File: config.mk
export PLATFORM = sky130hd
export DESIGN_NAME = stream_pattern_masker
export DESIGN_NICKNAME = d
export VERILOG_FILES = /design/src/spm_pkg.sv /design/src/spm_queue.sv /design/src/spm_scan.sv /design/src/stream_pattern_masker.sv
export SDC_FILE = /design/constraint.sdc
export NUM_CORES = 1
export LEC_CHECK = 0
export ABC_AREA = 1
export BUFFER_PORTS_ARGS = -buffer_cell sky130_fd_sc_hd__buf_4
export CAP_MARGIN = 20
export CORE_MARGIN = 2
export CORE_UTILIZATION = 60
export CTS_CLUSTER_SIZE = 14
export DETAILED_ROUTE_END_ITERATION = 10
export PLACE_DENSITY_LB_ADDON = 0.15
export SLEW_MARGIN = 20
export SYNTH_ARGS = -nofsm -noshare
export SYNTH_HDL_FRONTEND = slang
export SYNTH_SLANG_ARGS = --single-unit
File: constraint.sdc
create_clock -name clk -period 3.28 [get_ports clk]
set_clock_uncertainty 0.1 [all_clocks]
set_input_delay 0 -clock clk [delete_from_list [all_inputs] [get_ports clk]]
set_output_delay 0 -clock clk [all_outputs]
set_load 0.05 [all_outputs]
File: src/spm_pkg.sv
// ----------------------------------------------------------------------------
// spm_pkg
// Shared types and constants for the stream pattern masker.
// ----------------------------------------------------------------------------
package spm_pkg;

  localparam int PAT_BYTES   = 16;
  localparam int WIN_DEPTH   = 17;
  localparam int MAX_RESULTS = 16;
  localparam int CNT_W       = 5;

  localparam logic [7:0] MASK_CHAR = 8'h2A;

  typedef enum logic [1:0] {
    CFG_PAT_LOW  = 2'd0,
    CFG_PAT_HIGH = 2'd1,
    CFG_PAT_LEN  = 2'd2
  } cfg_index_t;

  typedef struct packed {
    logic [7:0] data;
    logic       last;
  } spm_item_t;

  typedef enum logic [3:0] {
    ST_IDLE = 4'b0001,
    ST_SCAN = 4'b0010,
    ST_MASK = 4'b0100,
    ST_DONE = 4'b1000
  } scan_state_t;

endpackage

File: src/spm_queue.sv
// ----------------------------------------------------------------------------
// spm_queue
// Input front: accepts stream items into a two-entry queue for the scanner.
// ----------------------------------------------------------------------------
module spm_queue (
  input  logic               clk,
  input  logic               rst,
  input  logic               s_tvalid,
  output logic               s_tready,
  input  logic [7:0]         s_tdata,   // [7:0] in_byte
  input  logic               s_tlast,
  output logic               item_valid,
  output spm_pkg::spm_item_t item,
  input  logic               item_pop
);
  import spm_pkg::*;

  spm_item_t  slot [2];
  logic       wr_ptr;
  logic       rd_ptr;
  logic [1:0] count;
  logic       push;

  assign s_tready   = (count != 2'd2);
  assign push       = s_tvalid && s_tready;
  assign item_valid = (count != 2'd0);
  assign item       = slot[rd_ptr];

  always_ff @(posedge clk) begin
    if (rst) begin
      wr_ptr <= 1'b0;
      rd_ptr <= 1'b0;
      count  <= 2'd0;
    end else begin
      if (push) begin
        wr_ptr <= ~wr_ptr;
      end
      if (item_pop) begin
        rd_ptr <= ~rd_ptr;
      end
      if (push && !item_pop) begin
        count <= count + 2'd1;
      end else if (!push && item_pop) begin
        count <= count - 2'd1;
      end
    end
  end

  always_ff @(posedge clk) begin
    if (push) begin
      slot[wr_ptr] <= '{data: s_tdata, last: s_tlast};
    end
  end

endmodule

File: src/spm_scan.sv
// ----------------------------------------------------------------------------
// spm_scan
// Back end: holds the pending window, matches it against the pattern and
// releases bytes or asterisks through a held stage and an output register.
// ----------------------------------------------------------------------------
module spm_scan #(
  parameter int MAX_PATTERN = 16
) (
  input  logic                                    clk,
  input  logic                                    rst,
  input  logic                                    item_valid,
  input  spm_pkg::spm_item_t                      item,
  output logic                                    item_pop,
  input  logic [spm_pkg::PAT_BYTES-1:0][7:0]      pattern,
  input  logic [spm_pkg::CNT_W-1:0]               pat_len,
  output logic                                    m_tvalid,
  input  logic                                    m_tready,
  output logic [7:0]                              m_tdata,   // [7:0] out_byte
  output logic                                    m_tlast,
  output logic                                    m_tuser    // [0] line_done
);
  import spm_pkg::*;

  localparam logic [CNT_W-1:0] RES_CAP = CNT_W'(MAX_RESULTS);
  localparam logic [CNT_W-1:0] WIN_CAP = CNT_W'(WIN_DEPTH);

  scan_state_t        state;
  scan_state_t        state_next;
  logic [7:0]         win [WIN_DEPTH];
  logic [CNT_W-1:0]   wcnt;
  logic [CNT_W-1:0]   ocnt;
  logic [CNT_W-1:0]   mask_left;
  logic               cur_last;
  logic               held_valid;
  logic [7:0]         held_byte;
  logic               out_valid;
  logic [7:0]         out_data;
  logic               out_last;
  logic               out_user;

  logic [MAX_PATTERN-1:0] lane_ok;
  logic               match;
  logic               out_free;
  logic               can_emit;
  logic               at_cap;
  logic               take_byte;
  logic               start_mask;
  logic               emit;
  logic [7:0]         emit_val;
  logic               shift;
  logic               mask_step;
  logic               flush;
  logic               load_out;

  always_comb begin
    for (int i = 0; i < MAX_PATTERN; i++) begin
      lane_ok[i] = !((CNT_W'(i) < wcnt) && (CNT_W'(i) < pat_len)) ||
                   (win[i] == pattern[i]);
    end
  end

  assign match      = &lane_ok;
  assign out_free   = !out_valid || m_tready;
  assign can_emit   = !held_valid || out_free;
  assign at_cap     = (ocnt == RES_CAP);
  assign take_byte  = (pat_len == '0) || !match || ((wcnt < pat_len) && cur_last);
  assign start_mask = !take_byte && (wcnt >= pat_len);

  always_comb begin
    state_next = state;
    item_pop   = 1'b0;
    emit       = 1'b0;
    emit_val   = win[0];
    shift      = 1'b0;
    mask_step  = 1'b0;
    flush      = 1'b0;
    case (state)
      ST_IDLE: begin
        if (item_valid) begin
          item_pop   = 1'b1;
          state_next = ST_SCAN;
        end
      end
      ST_SCAN: begin
        if ((wcnt == '0) || at_cap) begin
          state_next = ST_DONE;
        end else if (take_byte) begin
          if (can_emit) begin
            emit  = 1'b1;
            shift = 1'b1;
          end
        end else if (start_mask) begin
          state_next = ST_MASK;
        end else begin
          state_next = ST_DONE;
        end
      end
      ST_MASK: begin
        emit_val = MASK_CHAR;
        if (at_cap) begin
          mask_step = 1'b1;
        end else if (can_emit) begin
          mask_step = 1'b1;
          emit      = 1'b1;
        end
        shift = mask_step;
        if (mask_step && (mask_left == CNT_W'(1))) begin
          state_next = ST_SCAN;
        end
      end
      ST_DONE: begin
        if (!held_valid) begin
          state_next = ST_IDLE;
        end else if (out_free) begin
          flush      = 1'b1;
          state_next = ST_IDLE;
        end
      end
      default: begin
        state_next = ST_IDLE;
      end
    endcase
  end

  assign load_out = (emit && held_valid) || flush;

  always_ff @(posedge clk) begin
    if (rst) begin
      state      <= ST_IDLE;
      wcnt       <= '0;
      ocnt       <= '0;
      held_valid <= 1'b0;
      out_valid  <= 1'b0;
    end else begin
      state <= state_next;
      if (item_pop) begin
        wcnt <= wcnt + CNT_W'(1);
        ocnt <= '0;
      end else begin
        if (shift) begin
          wcnt <= wcnt - CNT_W'(1);
        end
        if (emit) begin
          ocnt <= ocnt + CNT_W'(1);
        end
      end
      if (emit) begin
        held_valid <= 1'b1;
      end else if (flush) begin
        held_valid <= 1'b0;
      end
      if (load_out) begin
        out_valid <= 1'b1;
      end else if (m_tready) begin
        out_valid <= 1'b0;
      end
    end
  end

  always_ff @(posedge clk) begin
    if (item_pop) begin
      win[wcnt] <= item.data;
      cur_last  <= item.last;
    end else if (shift) begin
      for (int i = 0; i < WIN_DEPTH - 1; i++) begin
        win[i] <= win[i+1];
      end
    end
    if (state == ST_SCAN && start_mask && !take_byte && wcnt != '0 && !at_cap) begin
      mask_left <= pat_len;
    end else if (mask_step) begin
      mask_left <= mask_left - CNT_W'(1);
    end
    if (emit) begin
      held_byte <= emit_val;
    end
    if (load_out) begin
      out_data <= held_byte;
      out_last <= flush;
      out_user <= flush && cur_last;
    end
  end

  assign m_tvalid = out_valid;
  assign m_tdata  = out_data;
  assign m_tlast  = out_last;
  assign m_tuser  = out_user;

`ifndef SYNTHESIS
  a_result_cap: assert property (@(posedge clk) disable iff (rst)
    ocnt <= RES_CAP) else $error("result count above cap");

  a_window_cap: assert property (@(posedge clk) disable iff (rst)
    wcnt <= WIN_CAP) else $error("window count above depth");

  a_mask_nonzero: assert property (@(posedge clk) disable iff (rst)
    state == ST_MASK |-> mask_left != '0) else $error("mask run with zero length");

  a_idle_no_held: assert property (@(posedge clk) disable iff (rst)
    state == ST_IDLE |-> !held_valid) else $error("held result left at idle");

  a_pop_only_idle: assert property (@(posedge clk) disable iff (rst)
    item_pop |=> (state == ST_SCAN) && !held_valid) else $error("pop outside idle");
`endif

endmodule

File: src/stream_pattern_masker.sv
// ----------------------------------------------------------------------------
// stream_pattern_masker
// Masks every non-overlapping occurrence of a configured byte pattern in a
// line with asterisks, holding back bytes that may still start a match.
//
// Channel   Direction  Handshake            Payload
// s_*       in         s_tvalid/s_tready    tdata[7:0] in_byte, tlast line_last
// m_*       out        m_tvalid/m_tready    tdata[7:0] out_byte, tlast run_last,
//                                           tuser[0] line_done
// cfg_*     in         cfg_valid/cfg_ready  cfg_index, cfg_data
//
// The scanner pops an item in idle, releases bytes in scan and asterisks in
// mask, then ends in done; it takes no new item until it is back in idle.
// Reset is synchronous and empties the pending window and the queue.
// The two-entry input queue and the output register let each side stall alone.
// ----------------------------------------------------------------------------
module stream_pattern_masker #(
  parameter int MAX_PATTERN = 16
) (
  input  logic        clk,
  input  logic        rst,
  input  logic        s_tvalid,
  output logic        s_tready,
  input  logic [7:0]  s_tdata,    // [7:0] in_byte
  input  logic        s_tlast,
  output logic        m_tvalid,
  input  logic        m_tready,
  output logic [7:0]  m_tdata,    // [7:0] out_byte
  output logic        m_tlast,
  output logic        m_tuser,    // [0] line_done
  input  logic        cfg_valid,
  output logic        cfg_ready,
  input  logic [1:0]  cfg_index,
  input  logic [63:0] cfg_data
);
  import spm_pkg::*;

  logic [63:0]      pat_low;
  logic [63:0]      pat_high;
  logic [CNT_W-1:0] pat_len;
  logic [CNT_W-1:0] act_len;

  logic [PAT_BYTES-1:0][7:0] pattern;
  logic                      item_valid;
  spm_item_t                 item;
  logic                      item_pop;

  assign cfg_ready = 1'b1;

  always_ff @(posedge clk) begin
    if (rst) begin
      pat_low  <= '0;
      pat_high <= '0;
      pat_len  <= '0;
    end else if (cfg_valid && cfg_ready) begin
      case (cfg_index)
        CFG_PAT_LOW:  pat_low  <= cfg_data;
        CFG_PAT_HIGH: pat_high <= cfg_data;
        CFG_PAT_LEN:  pat_len  <= cfg_data[CNT_W-1:0];
        default: begin
        end
      endcase
    end
  end

  assign act_len = (pat_len > CNT_W'(MAX_PATTERN)) ? CNT_W'(MAX_PATTERN) : pat_len;
  assign pattern = {pat_high, pat_low};

  spm_queue u_queue (
    .clk        (clk),
    .rst        (rst),
    .s_tvalid   (s_tvalid),
    .s_tready   (s_tready),
    .s_tdata    (s_tdata),
    .s_tlast    (s_tlast),
    .item_valid (item_valid),
    .item       (item),
    .item_pop   (item_pop)
  );

  spm_scan #(
    .MAX_PATTERN (MAX_PATTERN)
  ) u_scan (
    .clk        (clk),
    .rst        (rst),
    .item_valid (item_valid),
    .item       (item),
    .item_pop   (item_pop),
    .pattern    (pattern),
    .pat_len    (act_len),
    .m_tvalid   (m_tvalid),
    .m_tready   (m_tready),
    .m_tdata    (m_tdata),
    .m_tlast    (m_tlast),
    .m_tuser    (m_tuser)
  );

endmodule

Yosys cells after proc, flatten, opt, wreduce, memory -nomap -nowiden

Memories as Yosys holds them, arrays and structs flattened. A register that Yosys moved wholly into a read port is not among the register bits.
Index checks and enable logic that the tools add are counted.

Equal/unequal tests: 29
Muxes and demuxes: 45
Add/sub/neg operators: 6
Reduce and logical (&&, ||, !) cells: 90
Bitwise gates (word level): 2
Order comparisons: 35

Operators with widths:

| kind                                                      | count |
|---|---|
| == test 8 bit                                             | 16 |
| less-than comparator 4 x 5 -> 1 bit, first input constant | 16 |
| less-than comparator 3 x 5 -> 1 bit, first input constant | 8 |
| two-way mux 5 bit                                         | 6 |
| logical AND 1 bit                                         | 28 |
| two-way mux 4 bit                                         | 7 |
| two-way mux 1 bit                                         | 26 |
| logical NOT 1 bit                                         | 23 |
| logical OR 1 bit                                          | 22 |
| less-than comparator 1 x 5 -> 1 bit, first input constant | 4 |
| less-than comparator 2 x 5 -> 1 bit, first input constant | 4 |
| case mux 4 bit (4 select lines)                           | 1 |
| AND reduction 16 bit                                      | 1 |
| nonzero test 2 bit                                        | 6 |
| adder 5 x 1 -> 5 bit, second input constant               | 2 |
| logical NOT 5 bit                                         | 2 |
| subtractor 5 x 1 -> 5 bit, second input constant          | 2 |
| two-way mux 8 bit                                         | 1 |
| OR reduction 8 bit                                        | 1 |
| != test 3 bit, second input constant                      | 2 |
| AND reduction 2 bit                                       | 3 |
| == test 5 x 1 -> 1 bit, second input constant             | 1 |
| == test 5 bit, second input constant                      | 1 |
| greater-or-equal comparator 5 bit                         | 1 |
| 19 further kinds                                          | 23 |

Memories: 2
Bits of input ports: 80
Bits in registers: 177
Word-level logic and storage cells: 226
Output and inout port bits: 13
RAM bits: 154

Memories:

| memory       | depth | bits a word | rd ports | clocked after memory_dff | wr ports | line            | RTL |
|---|---|---|---|---|---|---|---|
| u_scan.win   | 17    | 8           | 17       | 0                        | 16       | spm_scan.sv:29  | `logic [7:0] win [WIN_DEPTH];` |
| u_queue.slot | 2     | 9           | 1        | 1                        | 1        | spm_queue.sv:18 | `spm_item_t slot [2];` |

Longest topological paths before layout

Gate-level depths: netlist of the first run.

Depth after elaboration: 18
Mapped depth: 21
Depth with buffers taken out: 20

Cells and area by module

From an unflattened synthesis of the first run, not the netlist that was laid out.

Cells, all modules: 2,043
Area, all modules: 16,309.4 um^2

Modules (own cells, without submodules):

| module                | times used | area an instance (um^2) | cells each |
|---|---|---|---|
| spm_scan              | 1          | 9,648.0                 | 1,110 |
| stream_pattern_masker | 1          | 5,721.7                 | 870 |
| spm_queue             | 1          | 939.7                   | 63 |

Worst setup path before layout of the first run

OpenSTA, ideal clock, no wires.

Path kind: register -> register
Start: register pat_len[1]
End: memory u_scan.win[1][0] (enable)
Cell stages (with the launch flop): 19
Path slack: 0.425 ns
Data arrival time: 2.385 ns
Period minus slack after synthesis: 2.855 ns
Library setup time: 0.370 ns
Path buffers: 0
Cell sequence: dfxtp_1 nor2_1 a31oi_1 nor2_1 inv_1 ha_1 nand2_1 nor2_1 nand2_1 nand4_1 nand2_1 nor2_1 nand2_1 nor2_2 nand2_2 nand3_4 nand3_1 o21ai_0 nor2_1

RTL lines:

| what                     | line                        | RTL |
|---|---|---|
| start: declaration       | stream_pattern_masker.sv:40 | `logic [CNT_W-1:0] pat_len;` |
| start signal: assignment | stream_pattern_masker.sv:59 | `CFG_PAT_LEN: pat_len <= cfg_data[CNT_W-1:0];` |
| end: declaration         | spm_scan.sv:29              |  |

==> results.md, run 1 <==
* Routed wire length at 39610 um
* Placed Instances at 2073
* Synthesized Nets at 1799
* CP Capture Type: flip-flop
* Power Dens Cells at 665.0 nW/um^2
* Sw Pwr at 0.003659 W
* Async SR Flop Fraction at 0%
* Grt ovf at 0
* Sequential share of power at 45.8%
* Clk pin slew, worst setup/hold paths at 0.06 ns
* First-pass GRT wire length at 61580 um
* Post-synth EDFFs at 178
* CP max FO at 8
* Final period utilization at 93.36%
* GR Util All Layers at 30.13%
* Initial antenna violation count at 0
* Initial Util at 61.22%
* Max-slew violations at 0
* Syn. warnings at 0
* Post-synthesis cell area at 14930 sq um
* Maxcap violations at 0
* Number of diodes at 0
* Top cells by instance count after synthesis: nand2_1, nor2_1, edfxtp_1
* Die ar. at 26160 sq um
* Layout cells sized above 1 at 12.40%
* Relative slew slack at 28.14%
* Maximum vdd drop at 0.5618 mV
* Hold_ws at 0.1027 ns
* TritonCTS buffer count at 35
* Die Wd at 161.8 um
* Net Sw Frac at 30.57%
* Finish-stage setup viols at 0
* Row count at 57
* Synth Register Bits at 332
* Vias in the first global route at 11570
* Synth area leader: edfxtp_1
* Synth top area cells: edfxtp_1, dfxtp_1, nand2_1
* Maximum clock rate at 0.3266 GHz
* Final worst slack at 0.2179 ns
* Combinational Power Share at 22.0%
* Pre-CTS setup slack at -0.04528 ns
* Synthesized area per cell at 8.768 sq um
* Hold Vio Cnt, Final at 0
* Initial DRC Count at 1373
* H-tree Lvls at 2
* Final Non-Filler Cells at 2219
* Setup TNS at 0 ns
* # clock sinks at 332
* IO Pins at 93
* Layout net count at 1965
* Synthesized instance count at 1703
* Seq/Total Area, Yosys at 56.44%
* CTS tree: yes
* Slew at the pin closest to its max-slew limit at 1.078 ns
* CTS max path bufs at 3
* LEAKAGE at 7.407 nW
* Pin count of the biggest net entering global routing at 97
* Period minus WS final at 3.062 ns
* Post-synth top area share at 35.80%
* Hold Crit Class: in -> reg
* Most used DFF post-synth: edfxtp_1
* DR vias at 12120
* Worst-skew pair later-pin latency at 0.52 ns
* R2r worst-path depth at 15
* Register area at 8428 sq um
* Status: finished clean
* Area of the multi-input gates at 5896 sq um
* Setup CP Type: reg -> reg
* WHS Path Cells at 2
* Clock network power share at 32.2%
* Count leader, synth: nand2_1
* Netlist cell types at 37
* Via/cell ratio at 5.463
* RD Place Congestion at 0.9296
* Number of fill cells in the layout at 1821
* Drt pass-1 iters at 6
* ANT nets after route at 0
* Crit path DAT at 3.12 ns
* RSZ-0062 raised after global routing: no
* # DRC at 0
* Root Buffer: clkbuf_16
* Data required, critical path at 3.33 ns
* Post-layout util at 73.79%
* Internal power contribution at 0.008310 W
* Synth-to-layout area growth at 20.53%
* Post-DP HPWL at 25780 um
* Port bufs at 91
* Wirelength per Cell at 17.85 um
* Die Height at 161.8 um
* Core ar. at 24390 sq um
* Worst Setup Start Kind: flip-flop
==> logic make-up after synthesis <==
group                    Yosys count  synth area share (%)
AO/OA/AOI/OAI                    225                 7.634
buffers and inverters            176                 4.810
adder cells (fa/ha/maj)           16                 1.341
other                              1               0.02511
AND/OR/NAND/NOR                  822                 21.90
XOR/XNOR                         121                 7.097
flip-flops                       332                 56.44
multiplexers                      10                0.7458
==> layout make-up <==
type | count | share of cell area, %
flip-flops and latches | 332 | 46.83
multi-input cells | 1196 | 32.76
repair buffers | 200 | 9.747
clock buffers | 49 | 5.624
well taps | 324 | 2.252
inverters | 104 | 2.246
clock inverters | 14 | 0.5423
==> metal layers <==
layer	GRT usage, %	routed length, um	part of all wire, %
met1	40.75	16440	42
met4	10.74	1203	3.0
met3	4.801	3141	7.9
met2	49.75	18820	48
met5	0	0	0
==> power groups by stage <==
| stage | Sequential [W] | Clock [W] | Combinational (W) |
|---|---|---|---|
| after floorplan | 0.00540 | 0 | 0.00172 |
| after global placement | 0.00554 | 0 | 0.00236 |
| after detailed placement | 0.00555 | 0 | 0.00243 |
| after CTS | 0.00547 | 0.00390 | 0.00252 |
| after global routing | 0.00552 | 0.00407 | 0.00291 |
| final | 0.00548 | 0.00386 | 0.00263 |
==> critical path, cell delays in order, from the launching register on <==
cell and delay (ns):
dfxtp_1 0.48, inv_1 0.20, ha_1 0.27, inv_1 0.06
o21ai_0 0.10, nor2_1 0.11, nand2_1 0.06, nand2_1 0.06
clkinv_1 0.09, nand2_1 0.12, nor2_2 0.07, nand2_2 0.09
nand3_4 0.17, nand2_8 0.18, nor2_4 0.08, nor2_2 0.45
==> path summary, 6_finish.rpt <==
| kind | endpoint | slack, ns | startpoint |
|---|---|---|---|
| max reg2reg | u_scan.win[15][4]$_DFFE_PP_ | 0.22 | u_scan.wcnt[1]$_SDFFE_PP0P_ |
| min | u_queue.slot[0][6]$_DFFE_PP_ | 0.10 | s_tdata[5] |
| min reg2reg | u_scan.m_tdata[3]$_DFFE_PP_ | 0.31 | u_scan.held_byte[3]$_SDFFCE_PP1P_ |
| max | u_scan.win[15][4]$_DFFE_PP_ | 0.22 | u_scan.wcnt[1]$_SDFFE_PP0P_ |
==> stage by stage <==
step / power [W] / cell area (sq um)
2_1_floorplan: 0.007118 / 14930
3_3_place_gp: 0.007907 / 15920
3_5_place_dp: 0.007980 / 15920
4_1_cts: 0.01189 / 17840
5_1_grt: 0.01250 / 18000
6_report: 0.01197 / 18000
==> cell usage in the layout (no fill, tap or decap), types with 4 or more instances in the layout <==
master	count
edfxtp_1	178
clkinv_1	4
xor2_1	22
ha_1	16
o21ai_0	156
clkinv_2	9
buf_4	115
nor3_1	7
nand2_2	7
dlygate4sd3_1	79
inv_2	10
clkbuf_1	9
o21ai_1	20
nand4_1	13
nand3_1	28
nor2_2	13
nor2_4	6
nor3_2	4
xnor2_1	99
a21oi_1	44
nand2_1	424
inv_1	91
clkbuf_16	39
dfxtp_1	154
mux2_2	9
nor2_1	307
nand2_4	7
==> what timing repair did <==
action                                  CTS  global route
hold buffers                             79             0
endpoints found under the setup margin   46           261
setup buffers                             0             2
resized for setup                         4            33
pin swaps                                 0             1
gates cloned                              0             2
endpoints found under the hold margin   171             0
==> state kept, by name, indices dropped and copies added, names as in the netlist, 2 cells and up, named ones only <==
register and cells:
u_scan.state 4, u_scan.held_byte 8, u_scan.ocnt 5, u_scan.mask_left 5, u_queue.slot 18, u_scan.m_tdata 8
u_scan.wcnt 5, u_scan.win 136, pat_low 64, pat_high 64, u_queue.count 2, pat_len 5
(Power assumes the default switching activity.)
==> inputs of run 2 (changes only) <==
Settings changed: CELL_PAD_IN_SITES_DETAIL_PLACEMENT from default to 1, CELL_PAD_IN_SITES_GLOBAL_PLACEMENT from default to 1, CORE_UTILIZATION 60 to 47, CTS_BUF_LIST from default to sky130_fd_sc_hd__clkbuf_16.
==> run 2 against run 1 <==
Critical path depth grew 4; sequential cell count is the same; first-iteration DRC count is 34% lower; worst hold slack gained 0.0088 ns; final cell count is 4.2% higher; power grew 2.1%; worst setup slack improved by 0.073 ns; count of clock-buffer cells in the layout decreased by 10; die area up 27%; wire length increased by 17%.
==> results.md, run 2 (synthesized netlist as in run 1, its figures left out) <==
* Status: finished clean
* Power Dens Cells at 671.2 nW/um^2
* Sw Pwr at 0.003884 W
* Crit path DAT at 3.06 ns
* Post-DP HPWL at 31120 um
* Root Buffer: clkbuf_16
* Net Sw Frac at 31.77%
* First-pass GRT wire length at 71340 um
* Reg2reg start: pat_len[3]$_SDFFE_PP0P_
* ANT nets after route at 0
* Grt ovf at 0
* Row count at 65
* Hold_ws at 0.1115 ns
* Area of the multi-input gates at 5909 sq um
* Hold Vio Cnt, Final at 0
* Maximum clock rate at 0.3346 GHz
* LEAKAGE at 7.492 nW
* Sequential share of power at 45.0%
* Slew at the pin closest to its max-slew limit at 1.009 ns
* Hold Crit Class: in -> reg
* Finish-stage setup viols at 0
* Via/cell ratio at 5.321
* Top reg by flops: u_scan.win
* Layout net count at 1978
* H-tree Lvls at 2
* Maxcap violations at 0
* # clock sinks at 332
* Crit-path max cell delay at 0.41 ns
* Core ar. at 31390 sq um
* TritonCTS buffer count at 37
* CP startpoint: pat_len[3]$_SDFFE_PP0P_
* Number of flip-flops in the largest register at 136
* Internal power contribution at 0.008340 W
* Commonest non-fill, non-tap cell in the layout: nand2_1
* CP Capture Type: flip-flop
* CP most frequent cell: nand2_1
* Initial DRC Count at 902
* Largest regs: u_scan.win x136, pat_high x64, pat_low x64
* Worst reg2reg endpoint: u_scan.win[13][2]$_DFFE_PP_
* Number of diodes at 0
* R2R setup slack at 0.29 ns
* CP max FO at 10
* Synth-to-layout area growth at 21.96%
* Die ar. at 33210 sq um
* Wirelength per Cell at 19.95 um
* Layout cells sized above 1 at 13.13%
* Maximum vdd drop at 0.4327 mV
* Data required, critical path at 3.35 ns
* Register area at 8428 sq um
* Port bufs at 91
* Clk pin slew, worst setup/hold paths at 0.06 ns
* # DRC at 0
* GR Util All Layers at 27.73%
* Number of fill cells in the layout at 3622
* R2r worst-path depth at 19
* IO Pins at 93
* Pin count of the biggest net entering global routing at 61
* Setup CP Type: reg -> reg
* Post-layout util at 58.01%
* Relative slew slack at 32.45%
* Max-slew violations at 0
* Worst-skew pair later-pin latency at 0.53 ns
* Post-layout power at 0.01222 W
* Drt pass-1 iters at 5
* Worst path slowest cell: dfxtp_1
* Period minus WS final at 2.989 ns
* Routed wire length at 46150 um
* Initial Util at 47.56%
* End of the critical path: u_scan.win[13][2]$_DFFE_PP_
* Die Wd at 182.2 um
* Clock network power share at 32.6%
* RD Place Congestion at 0.8827
* CTS tree: yes
* Worst Setup Start Kind: flip-flop
* Most frequent cells in the layout: nand2_1, nor2_1, edfxtp_1
* Die Height at 182.2 um
* CTS max path bufs at 3
* Final period utilization at 91.12%
* Combinational Power Share at 22.4%
* Initial antenna violation count at 0
* Setup TNS at 0 ns
* Vias in the first global route at 12980
* DR vias at 12310
* Critical-path cell list: inv_1 -> a31oi_1 -> nor2_1 -> inv_1 -> ha_1 -> nand2_1 -> nor2_2 -> nand2_1 -> nand4_1 -> nand2_1 -> nor2_1 -> nand2_1 -> nor2_2 -> nand2_2 -> nand3_4 -> nand2_8 -> nor2_1 -> buf_4 -> nor2_2
## run 2: cell types whose count changed in the layout (fill, tap and decap cells not counted), moves of 3 or more
cell / change
buf_4: +12
clkbuf_1: -9
inv_1: +5
clkinv_1: +3
nand2_2: -3
## run 2: worst min path at each step
stage	start	endpoint	slack [ns]	depth (start not counted)
floorplan	rst	u_scan.state[2]$_SDFFE_PP0P_	-0.03	1
global placement	s_tdata[6]	u_queue.slot[0][7]$_DFFE_PP_	0.09	1
detailed placement	s_tdata[4]	u_queue.slot[1][5]$_DFFE_PP_	0.09	1
CTS	s_tdata[1]	u_queue.slot[1][2]$_DFFE_PP_	0.1	2
global route	s_tdata[4]	u_queue.slot[1][5]$_DFFE_PP_	0.11	2
finish	s_tdata[4]	u_queue.slot[0][5]$_DFFE_PP_	0.11	2
## run 2: through the flow
| stage | worst slack [ns] | area, sq um | instances |
|---|---|---|---|
| floorplan | 0.4248 | 14930 | 1703 |
| global placement | 0.1678 | 16110 | 2164 |
| detailed placement | 0.04696 | 16120 | 2164 |
| CTS | 0.01545 | 18050 | 2311 |
| global route | -0.009035 | 18210 | 2313 |
| finish | 0.2913 | 18210 | 2313 |
## run 2: layer usage
layer  routed length [um]  vias up  global-route usage [%]
met3                 1916       76                   3.672
li1                     -     5855                       -
met5                    0        -                       0
met1                19970     6106                   35.14
met4                 1074        0                   7.613
met2                23190      270                   49.80
## run 2: power groups by stage
stage / combinational [W] / sequential [W] / clock (W)
final: 0.00274 / 0.00550 / 0.00398
after global routing: 0.00305 / 0.00554 / 0.00419
after CTS: 0.00265 / 0.00549 / 0.00402
after detailed placement: 0.00256 / 0.00558 / 0
after global placement: 0.00246 / 0.00556 / 0
after floorplan: 0.00172 / 0.00540 / 0
## run 2: worst max-delay path, delay by kind of cell (launching register included)
family / cells / cell delay, ns
adder cells (fa/ha/maj): 1 / 0.23
buffers and inverters: 3 / 0.31
flip-flops: 1 / 0.41
AND/OR/NAND/NOR: 14 / 1.42
AO/OA/AOI/OAI: 1 / 0.17
## run 2: area by class of cell
class | count | share of cell area [%]
multi-input cells | 1195 | 32.45
well taps | 402 | 2.762
flip-flops and latches | 332 | 46.28
repair buffers | 212 | 10.04
inverters | 104 | 2.178
clock buffers | 39 | 5.359
clock inverters | 29 | 0.9275
## run 2: what timing repair did
action | CTS | global route
endpoints found under the hold margin | 161 | 0
pin swaps | 0 | 0
setup endpoints to repair | 6 | 255
hold buffers | 79 | 0
gates resized for setup | 1 | 36
buffers inserted | 0 | 2
==> inputs of run 3 (changes only) <==
Settings changed: BUFFER_PORTS_ARGS -buffer_cell sky130_fd_sc_hd__buf_4 to default, CORE_UTILIZATION 47 to 49, DONT_BUFFER_PORTS from default to 1.
==> run 3 against run 2 <==
Worst setup slack worse by 0.16 ns; wire length is 4.3% lower; utilization is 0.50 points higher; count of clock-buffer cells in the layout stayed put; combinational power fell by 5%; power shrank 1.3%; sequential cell count unchanged; largest cell class unchanged.
==> results.md, run 3 (synthesized netlist as in run 1, its figures left out) <==
* CP Capture Type: flip-flop
* CTS tree: yes
* Finish-stage setup viols at 0
* RD Place Congestion at 0.8621
* Area post-placement at 15400 sq um
* Die Wd at 178.6 um
* First-pass GRT wire length at 68620 um
* Hold Vio Cnt, Final at 0
* CTS max path bufs at 3
* Layout cells sized above 1 at 7.654%
* Number of flip-flops in the largest register at 136
* Top reg by flops: u_scan.win
* Initial DRC Count at 794
* Data required, critical path at 3.33 ns
* Synth-to-layout area growth at 16.75%
* Worst-skew pair later-pin latency at 0.52 ns
* Crit path DAT at 3.19 ns
* Placed Instances at 2055
* Post-route cell area at 17430 sq um
* GR Util All Layers at 28.11%
* Initial antenna violation count at 0
* Slew at the pin closest to its max-slew limit at 0.8865 ns
* WHS Path Cells at 1
* Vias in the first global route at 12650
* Clk pin slew, worst setup/hold paths at 0.06 ns
* Relative slew slack at 40.90%
* Layout net count at 1883
* Via/cell ratio at 5.395
* Power Dens Cells at 692.0 nW/um^2
* Status: finished clean
* Die ar. at 31890 sq um
* Reg2reg start: pat_len[4]$_SDFFE_PP0P_
* Maximum clock rate at 0.3179 GHz
* ANT nets after route at 0
* Largest regs: u_scan.win x136, pat_high x64, pat_low x64
* Wirelength per Cell at 20.03 um
* Drt pass-1 iters at 5
* Commonest non-fill, non-tap cell in the layout: nand2_1
* # DRC at 0
* Hold Crit Class: in -> reg
* CP max FO at 10
* Initial Util at 50.11%
* Hold worst-path end: u_queue.slot[0][2]$_DFFE_PP_
* Pin count of the biggest net entering global routing at 61
* # clock sinks at 332
* LEAKAGE at 7.061 nW
* Port bufs at 0
* Hold Path Origin: s_tdata[1]
* TritonCTS buffer count at 37
* Post-DP HPWL at 30230 um
* DR vias at 11900
* Grt ovf at 0
* Most frequent cells in the layout: nand2_1, nor2_1, edfxtp_1
* Final period utilization at 95.91%
* Number of diodes at 0
* R2r worst-path depth at 18
* Routed wire length at 44180 um
* Maxcap violations at 0
* Row count at 63
* Final Non-Filler Cells at 2206
* R2R setup slack at 0.13 ns
* Root Buffer: clkbuf_16
* Period minus WS final at 3.146 ns
* Setup CP Type: reg -> reg
* Worst Setup Start Kind: flip-flop
* Worst reg2reg endpoint: u_scan.win[14][4]$_DFFE_PP_
* Core ar. at 29800 sq um
* H-tree Lvls at 2
* RSZ-0062 raised after global routing: yes
* IO Pins at 93
* Maximum vdd drop at 0.4534 mV
* Hold_ws at 0.02620 ns
* Max-slew violations at 0
* Die Height at 178.6 um
-- run 3: per-layer routing --
| layer | vias to the layer above | wire [um] | global-route usage [%] |
|---|---|---|---|
| li1 | 5670 | - | - |
| met1 | 5903 | 19190 | 35.65 |
| met2 | 254 | 22000 | 49.69 |
| met3 | 74 | 1821 | 3.836 |
| met4 | 0 | 1165 | 8.638 |
| met5 | - | 0 | 0 |
-- run 3: worst max-delay path by stage --
| stage | startpoint | end | slack [ns] | cells past startpoint |
|---|---|---|---|---|
| final | pat_len[4]$_SDFFE_PP0P_ | u_scan.win[14][4]$_DFFE_PP_ | 0.13 | 18 |
| after global routing | pat_len[4]$_SDFFE_PP0P_ | u_scan.win[14][4]$_DFFE_PP_ | -0.14 | 18 |
| after CTS | pat_len[2]$_SDFFE_PP0P_ | u_scan.win[0][3]$_DFFE_PP_ | 0.01 | 21 |
| after detailed placement | pat_len[2]$_SDFFE_PP0P_ | u_scan.win[1][0]$_DFFE_PP_ | 0.04 | 21 |
| after global placement | pat_len[4]$_SDFFE_PP0P_ | u_scan.win[1][5]$_DFFE_PP_ | 0.17 | 19 |
| after floorplan | pat_len[1]$_SDFFE_PP0P_ | u_scan.win[1][0]$_DFFE_PP_ | 0.42 | 18 |
-- run 3: cell type report --
type / count / area (sq um)
clock buffers: 39 / 975.9
clock inverters: 29 / 181.4
fillers: 3424 / 12360
inverters: 104 / 395.4
multi-input cells: 1195 / 5832
flip-flops and latches: 332 / 8429
well taps: 390 / 488.0
repair buffers: 117 / 1131
-- run 3: where the power goes --
group | total (W) | internal, W | switching (W)
clock | 0.00396 | 0.00230 | 0.00166
combinational | 0.00261 | 0.000886 | 0.00172
sequential | 0.00550 | 0.00511 | 0.000386
total | 0.0121 | 0.00830 | 0.00377
-- run 3: timing repair --
| action | in CTS | in global routing |
|---|---|---|
| hold buffers | 80 | 0 |
| buffers inserted | 0 | 3 |
| hold endpoints to repair | 182 | 0 |
| gates resized for setup | 0 | 18 |
| endpoints found under the setup margin | 0 | 168 |
-- run 3: critical path, stage by stage, from the launching register on --
cell	delay [ns]
dfxtp_1	0.44
inv_4	0.09
a31oi_1	0.15
nor2_1	0.06
inv_1	0.07
ha_1	0.23
nand2_1	0.06
nor2_1	0.05
nand2_1	0.08
nand4_1	0.09
nand2_1	0.08
nor2_1	0.04
nand2_1	0.07
nor2_2	0.06
nand2_2	0.08
nand3_4	0.09
nand2_4	0.14
nor2_1	0.12
nor2_1	0.66
-- run 3: per-stage QoR --
stage                     setup TNS, ns  setup WS (ns)  total power [W]  utilization, %
after detailed placement              0        0.04080         0.007994           51.67
after global placement                0         0.1725         0.007893           51.67
after floorplan                       0         0.4248         0.007118               -
final                                 0         0.1340          0.01206           58.51
after CTS                             0       0.009972          0.01206           58.24
after global routing             -4.986        -0.1367          0.01260           58.51
